<file path="config.mk">
export PLATFORM = sky130hd
export DESIGN_NAME = fwt_cell
export DESIGN_NICKNAME = d
export VERILOG_FILES = /design/src/sv/fwt_pkg.sv /design/src/sv/fwt_cell.sv
export SDC_FILE = /design/constraint.sdc
export NUM_CORES = 1
export LEC_CHECK = 0
export ABC_AREA = 1
export BUFFER_PORTS_ARGS = -buffer_cell sky130_fd_sc_hd__buf_2
export CAP_MARGIN = 20
export CORE_MARGIN = 3
export CORE_UTILIZATION = 40
export CTS_CLUSTER_SIZE = 28
export DETAILED_ROUTE_END_ITERATION = 7
export PLACE_DENSITY = 0.59
export SETUP_SLACK_MARGIN = 0.5
export SLEW_MARGIN = 20
export SYNTH_ARGS = -nofsm -noshare
export SYNTH_HDL_FRONTEND = slang
export SYNTH_SLANG_ARGS = --single-unit
</file>
<file path="constraint.sdc">
create_clock -name clk -period 2.8 [get_ports clk]
set_clock_uncertainty 0.05 [all_clocks]
set_input_delay 0.14 -clock clk [delete_from_list [all_inputs] [get_ports clk]]
set_output_delay 0.14 -clock clk [all_outputs]
set_load 0.005 [all_outputs]
</file>
<file path="src/sv/fwt_pkg.sv">
// Package for the futex wait table: request and status codes, the slot
// command type and the timeout rounding constants.
// No dependencies.
package fwt_pkg;

  // Request codes
  typedef enum logic [2:0] {
    REQ_WAIT        = 3'd0,
    REQ_WAIT_BITSET = 3'd1,
    REQ_WAKE        = 3'd2,
    REQ_WAKE_BITSET = 3'd3,
    REQ_REQUEUE     = 3'd4,
    REQ_CMP_REQUEUE = 3'd5,
    REQ_LEAVE       = 3'd6,
    REQ_UNKNOWN     = 3'd7
  } req_code_t;

  // Status codes
  localparam logic [3:0] ST_OK       = 4'd0;
  localparam logic [3:0] ST_QUEUED   = 4'd1;
  localparam logic [3:0] ST_INVALID  = 4'd2;
  localparam logic [3:0] ST_FAULT    = 4'd3;
  localparam logic [3:0] ST_AGAIN    = 4'd4;
  localparam logic [3:0] ST_INTR     = 4'd5;
  localparam logic [3:0] ST_NOMEM    = 4'd6;
  localparam logic [3:0] ST_TIMEDOUT = 4'd7;
  localparam logic [3:0] ST_NOSYS    = 4'd8;

  // Timeout constants
  localparam logic [31:0] NSEC_LIMIT  = 32'd1000000000;
  localparam logic [31:0] NSEC_ROUND  = 32'd999999;
  localparam logic [9:0]  MS_PER_SEC  = 10'd1000;
  // floor(y / 15625) = (y * DIV_MUL) >> DIV_SHIFT for y below 2^24
  localparam logic [24:0] DIV_MUL     = 25'd17592187;
  localparam int          DIV_SHIFT   = 38;
  localparam logic [30:0] REQUEUE_ALL = 31'h7fffffff;

  // Slot commands
  typedef enum logic [2:0] {
    OP_NONE    = 3'd0,
    OP_ALLOC   = 3'd1,
    OP_QUEUE   = 3'd2,
    OP_RELEASE = 3'd3,
    OP_LEAVE   = 3'd4
  } cell_op_t;

  typedef struct packed {
    cell_op_t    op;
    logic [7:0]  space;
    logic [31:0] addr;
  } cell_cmd_t;

endpackage

</file>
<file path="src/sv/fwt_cell.sv">
// One slot of the futex table: owner, address and waiter/sleeper counts.
// Depends on fwt_pkg; cells chain their hit and free flags.
module fwt_cell #(
  parameter int CNT_W = 8
) (
  input  logic               clk,
  input  logic               rst,
  input  fwt_pkg::cell_cmd_t cmd,
  input  logic               sel,
  input  logic [CNT_W-1:0]   rel_n,
  input  logic               hit_in,
  input  logic               free_in,
  output logic               hit_out,
  output logic               free_out,
  output logic               first_hit,
  output logic               first_free,
  output logic [CNT_W-1:0]   waiters,
  output logic [CNT_W-1:0]   sleepers
);
  import fwt_pkg::*;

  logic [7:0]       space;
  logic [31:0]      addr;
  logic [CNT_W-1:0] waiters_dec;
  logic             match;
  logic             is_free;

  // Compare against the request and pass the chain on
  assign is_free    = (waiters == '0);
  assign match      = !is_free && (space == cmd.space) && (addr == cmd.addr);
  assign first_hit  = match && !hit_in;
  assign first_free = is_free && !free_in;
  assign hit_out    = hit_in || match;
  assign free_out   = free_in || is_free;
  assign waiters_dec = waiters - CNT_W'(1);

  // Owner fields: written on allocation only
  always_ff @(posedge clk) begin
    if (sel && cmd.op == OP_ALLOC) begin
      space <= cmd.space;
      addr  <= cmd.addr;
    end
  end

  // Apply the slot command
  always_ff @(posedge clk) begin
    if (rst) begin
      waiters  <= '0;
      sleepers <= '0;
    end else if (sel) begin
      unique case (cmd.op)
        OP_ALLOC: begin
          waiters  <= CNT_W'(1);
          sleepers <= CNT_W'(1);
        end
        OP_QUEUE: begin
          waiters  <= waiters + CNT_W'(1);
          sleepers <= sleepers + CNT_W'(1);
        end
        OP_RELEASE: sleepers <= sleepers - rel_n;
        OP_LEAVE: begin
          waiters <= waiters_dec;
          if (sleepers > waiters_dec) sleepers <= waiters_dec;
        end
        default: ;
      endcase
    end
  end

endmodule

</file>
* After elaboration in Yosys (flattened, before gate mapping)
Cells that the tools add are included.
** Storage, ports and cells
- Flip-flop bits (word level) :: 56
- Latch bits :: 0
- Bits in writable memories :: 0
- Bits in read-only memories :: 0
- Output and inout port bits :: 20
- Memories :: 0
** Operators by class
- $add $sub $neg :: 4
- Multiply operators :: 0
- Div/mod/pow operators :: 0
- Magnitude comparators :: 1
- Eq/ne operators :: 7
- Shift-type cells :: 0
- Muxes and demuxes :: 3
- Bitwise logic cells :: 0
- Reduce and logical (&&, ||, !) cells :: 15
** Operator list (count)
- 32-bit == test :: 1
- 8-bit case mux with 4 select lines :: 1
- 8-bit case mux with 3 select lines :: 1
- 8-bit by 1-bit adder with 8-bit output (second input constant) :: 2
- 8-bit == test :: 1
- 8-bit > comparator :: 1
- 8-bit zero test :: 1
- 8-bit 2-to-1 mux :: 1
- 8-bit by 1-bit subtractor with 8-bit output (second input constant) :: 1
- 8-bit subtractor :: 1
- 3-bit by 2-bit == test with 1-bit output (second input constant) :: 2
- 1-bit logical AND :: 5
- 4-bit nonzero test :: 1
- 3-bit by 1-bit == test with 1-bit output (second input constant) :: 1
- 3-bit == test (second input constant) :: 1
- 1-bit zero test :: 3
- 3-bit AND reduction :: 1
- 3-bit nonzero test :: 1
- 1-bit logical OR :: 2
- 2-bit inequality test (second input constant) :: 1
- 2-bit AND reduction :: 1

* Longest topological paths before layout
- Depth in word-level cells :: 5
- Depth in mapped cells :: 20

* Worst setup path after synthesis
Ideal clock, no wire load.
- Path kind :: register to register
- Start :: register waiters[0]
- End :: register sleepers[5]
- Library setup time :: 0.113 ns
- Data arrival time :: 2.094 ns
- Slack :: 0.544 ns
- Stages on the path, launching flop included :: 20
- Period minus slack after synthesis :: 2.256 ns
- Path through :: dfxtp_1 > inv_1 > ha_1 > inv_1 > nor2_1 > nand2_1 > inv_1 > nand3_1 > nand2_1 > nand2_1 > ha_1 > nand2_1 > nor2_1 > nand2_1 > nand2_1 > nand2_1 > nand2_2 > nand2_4 > nor2_1 > nor2_1
** On the way
- Cells in the longest elaborated chain, start to end :: 4
- Elaborated cells on any way between the ends :: 6
- Those cells by class :: add/sub: 1; order compare: 1; eq/ne: 1; mux: 2; reduce/logical: 1
** RTL lines
- start: declaration :: RTL line fwt_cell.sv:17 : output logic [CNT_W-1:0] waiters,
- start signal: assignment :: RTL line fwt_cell.sv:57 : waiters <= waiters + CNT_W'(1);
- start signal: assignment :: RTL line fwt_cell.sv:62 : waiters <= waiters_dec;
- 8-bit by 1-bit subtractor with 8-bit output * :: RTL line fwt_cell.sv:35 : assign waiters_dec = waiters - CNT_W'(1);
- 8-bit > comparator :: RTL line fwt_cell.sv:63 : if (sleepers > waiters_dec) sleepers <= waiters_dec;
- 2-bit inequality test (no line)
- 3-bit AND reduction (no line)
- end signal: assignment :: RTL line fwt_cell.sv:58 : sleepers <= sleepers + CNT_W'(1);
- end signal: assignment :: RTL line fwt_cell.sv:60 : OP_RELEASE: sleepers <= sleepers - rel_n;
- end signal: assignment :: RTL line fwt_cell.sv:63
- end: declaration :: RTL line fwt_cell.sv:18 : output logic [CNT_W-1:0] sleepers
Mark *: on every way between the ends. The rest lies on a longest branch, timed or not. The select of a mux whose other input is x is not followed.
A chain may end at the register's enable or synchronous reset.

* Worst setup path in the final report
- Start :: register waiters[1]
- End :: register sleepers[5]
Same word-level chain as after synthesis.

==> impl_metrics.prom <==
# TYPE chip_impl_metric gauge
chip_impl_info{name="run_status",value="complete, no violations"} 1
chip_impl_metric{name="timing_worst_slew_pin_value",unit="ns"} 0.5168
chip_impl_metric{name="final.period_utilization",unit="%"} 80.79
chip_impl_metric{name="layout-drive-gt1-share",unit="%"} 27.86
chip_impl_info{name="layout.cells.most_common",value="sky130_fd_sc_hd__nand2_1"} 1
chip_impl_metric{name="chipHeight",unit="um"} 97.95
chip_impl_metric{name="grt_antenna_before_repair",unit=""} 0
chip_impl_metric{name="worst-endpoint-arrival",unit="ns"} 2.43
chip_impl_metric{name="gp_congestion",unit=""} 0.9123
chip_impl_metric{name="synth_warnings",unit=""} 0
chip_impl_metric{name="layout-area-overhead-vs-synth",unit="%"} 36.81
chip_impl_info{name="endpoint_kind",value="flop"} 1
chip_impl_metric{name="vias",unit=""} 3065
chip_impl_metric{name="power.combinational.fraction",unit="%"} 25.3
chip_impl_metric{name="synth.yosys.seq_area_share",unit="%"} 44.99
chip_impl_metric{name="route.detailed.vias_per_inst",unit=""} 4.896
chip_impl_metric{name="inserted_clock_buffers",unit=""} 5
chip_impl_metric{name="netSwitchingFraction",unit="%"} 29.49
chip_impl_metric{name="cellInternalPower",unit="mW"} 1.329
chip_impl_metric{name="finalCoreUtilization",unit="%"} 58.07
chip_impl_metric{name="clock_sinks",unit=""} 56
chip_impl_metric{name="grt_pass1_vias",unit=""} 2826
chip_impl_metric{name="setup_total_negative_slack",unit="ns"} 0
chip_impl_metric{name="antennaDiodeCount",unit=""} 0
chip_impl_metric{name="clkLatencyLatePin",unit="ns"} 0.31
chip_impl_metric{name="crit_path_max_fanout",unit=""} 8
chip_impl_metric{name="clkTransAtPathRegs",unit="ns"} 0.11
chip_impl_metric{name="power_density",unit="mW/mm^2"} 407.4
chip_impl_metric{name="routed_wirelength",unit="mm"} 8.657
chip_impl_info{name="critical_path.slowest_cell",value="sky130_fd_sc_hd__dfxtp_4"} 1
chip_impl_metric{name="power_leakage",unit="nW"} 2.081
chip_impl_metric{name="grt_first_pass_wirelength",unit="mm"} 13.93
chip_impl_metric{name="final_net_count",unit=""} 598
chip_impl_metric{name="synth.net_count",unit=""} 463
chip_impl_metric{name="core.rowCount",unit=""} 32
chip_impl_info{name="path_cells",value="inv_6 > ha_4 > inv_2 > nor2_4 > nand2_2 > inv_2 > nand3_2 > nand2_2 > nand2_1 > ha_1 > nand2_2 > nor2_4 > nand4_1 > nand2_2 > nand2_4 > nand2_8 > nand2_1 > nand2_1 > nor2_1"} 1
chip_impl_metric{name="htree_num_levels",unit=""} 2
chip_impl_metric{name="grt_start_max_net_pins",unit=""} 21
chip_impl_info{name="critPathTopFamily",value="simple AND/OR/NAND/NOR gates"} 1
chip_impl_metric{name="crit_path_max_incr_delay",unit="ns"} 0.38
chip_impl_metric{name="drt-initial-drc-count",unit=""} 121
chip_impl_metric{name="initial_utilization",unit="%"} 42.45
chip_impl_metric{name="ys_types",unit=""} 34
chip_impl_metric{name="switching_power",unit="uW"} 555.9
chip_impl_metric{name="gr-total-overflow",unit=""} 0
chip_impl_info{name="most-common-layout-cells",value="sky130_fd_sc_hd__nand2_1 (83), sky130_fd_sc_hd__buf_2 (75), sky130_fd_sc_hd__dlygate4sd3_1 (41)"} 1
chip_impl_metric{name="vdd_ir_drop_max",unit="uV"} 205.3
chip_impl_info{name="hp-class",value="input pin to flop"} 1
chip_impl_metric{name="maxClockFrequency",unit="MHz"} 442.1
chip_impl_metric{name="maximum_capacitance_violations",unit=""} 0
chip_impl_metric{name="syn-mean-instance-area",unit="um^2"} 8.716
chip_impl_metric{name="route.detailed.wl_per_inst",unit="um"} 13.83
chip_impl_metric{name="postRouteAntennaNets",unit=""} 0
chip_impl_metric{name="critPathRequiredTime",unit="ns"} 2.97
chip_impl_info{name="crit_path_frequent_cell",value="sky130_fd_sc_hd__nand2_2"} 1
chip_impl_metric{name="seqPwrFrac",unit="%"} 50.5
chip_impl_info{name="clockRootBuffer",value="sky130_fd_sc_hd__clkbuf_8"} 1
chip_impl_metric{name="clock_power_share",unit="%"} 24.2
chip_impl_metric{name="final-hold-violation-count",unit=""} 0
chip_impl_info{name="startpoint_type",value="flop"} 1
chip_impl_metric{name="place.detailed.hpwl",unit="mm"} 6.067
chip_impl_metric{name="place.port_buffers",unit=""} 75
chip_impl_metric{name="report.final.slew_viol_count",unit=""} 0
chip_impl_metric{name="die_area",unit="mm^2"} 0.009594
chip_impl_metric{name="syn-cell-area",unit="mm^2"} 0.003382
chip_impl_metric{name="crit_buf_inv",unit=""} 3
chip_impl_metric{name="timing.final.crit_period",unit="ns"} 2.262
chip_impl_metric{name="postSynthCellCount",unit=""} 388
chip_impl_info{name="cts_tree",value="yes"} 1
chip_impl_metric{name="grt_use_total",unit="%"} 17.69
chip_impl_metric{name="setup_viol_count_final",unit=""} 0
chip_impl_metric{name="total_power",unit="mW"} 1.885
chip_impl_info{name="rsz_0062_raised_after_global_routing",value="true"} 1
chip_impl_metric{name="drtPass1Iterations",unit=""} 4
chip_impl_metric{name="ioPinCount",unit=""} 76
chip_impl_info{name="timing_worst_setup_path_type",value="flop to flop"} 1
chip_impl_metric{name="slew_headroom",unit="%"} 65.51
chip_impl_metric{name="ys_ff_latch",unit=""} 56
chip_impl_metric{name="clock_tree_buf_depth",unit=""} 2
chip_impl_metric{name="die_x",unit="um"} 97.95
chip_impl_metric{name="drc",unit=""} 0
chip_impl_metric{name="core",unit="mm^2"} 0.007968
## worst min-delay path, stage by stage
cell                      delay (ns)
sky130_fd_sc_hd__buf_2          0.14
sky130_fd_sc_hd__o21ai_4        0.07
sky130_fd_sc_hd__o21ai_0        0.07
sky130_fd_sc_hd__a21oi_1        0.10
## layout make-up
cell class	instances	area (um^2)
Sequential cell	56	1535
Inverter	44	177.7
Timing Repair Buffer	129	895.9
Clock inverter	3	21.27
Clock buffer	5	68.82
Fill cell	694	3341
Multi-Input combinational cell	287	1800
Tap cell	102	127.6
## power by group through the flow
| stage | logic, mW | clock network, mW | registers, mW |
|---|---|---|---|
| floorplan | 0.228 | 0 | 0.964 |
| global placement | 0.349 | 0 | 0.968 |
| CTS | 0.435 | 0.472 | 0.950 |
| global route | 0.529 | 0.503 | 0.956 |
| detailed placement | 0.355 | 0 | 0.969 |
| finish | 0.477 | 0.457 | 0.951 |
## cell usage after synthesis (all sizes together)
library cell | instances | area share [%]
a211oi | 1 | 0.22
a21o | 1 | 0.22
a21oi | 17 | 2.5
a22oi | 1 | 0.22
a31oi | 2 | 0.37
buf | 2 | 0.67
dfxtp | 16 | 9.5
edfxtp | 40 | 36
fa | 1 | 0.59
ha | 18 | 6.7
inv | 44 | 5.0
nand2 | 96 | 12
nand3 | 23 | 3.7
nand3b | 6 | 1.3
nand4 | 6 | 1.1
nor2 | 43 | 5.0
nor3 | 7 | 1.0
o211ai | 1 | 0.22
o21ai | 18 | 3.3
o22ai | 1 | 0.19
o31ai | 1 | 0.22
or2 | 3 | 0.55
xnor2 | 23 | 6.0
xor2 | 17 | 4.4
## through the flow
stage	instances	setup WS (ns)	hold slack (ns)	area [um^2]
after floorplan	388	0.5437	0.1685	3382
after global placement	566	0.3941	0.2730	3885
after detailed placement	566	0.2620	0.2759	3885
after CTS	622	0.5070	0.1893	4491
after global routing	626	0.3780	0.2273	4627
final	626	0.5378	0.1946	4627
## kinds of logic (layout without fill, tap and decap cells)
family          after synthesis  in the layout  share of synthesized area (%)
buf+inv                      46            181                          5.624
simple gates                184            185                          24.27
xor+xnor                     40             40                          10.36
flops                        56             56                          44.99
compound gates               43             43                          7.511
fa+ha+maj                    19             19                          7.251
## final timing paths
path | startpoint | endpoint | slack, ns | cells after the start
max | waiters[1] | sleepers[5] | 0.54 | 19
min | sel | waiters[0] | 0.19 | 4
max reg2reg | waiters[1] | sleepers[5] | 0.54 | 19
min reg2reg | waiters[1] | waiters[1] | 0.48 | 2
## repair_timing
item,4_1_cts,5_1_grt
pin swaps,7,11
cloned,1,0
hold buffers,41,0
buffers inserted,6,4
gates resized for setup,21,24
endpoints found under the setup margin,8,9
hold endpoints to repair,41,0
## layer usage
metal | GRT usage [%] | wire length [um]
met5 | 0 | 0
met2 | 29.21 | 4085
met1 | 24.81 | 4196
met4 | 3.514 | 68
met3 | 2.643 | 308
## flip-flops by register name, summed over array words and instances (netlist names)
name	flops
addr	32
sleepers	8
space	8
waiters	8
(Power assumes the default switching activity.)
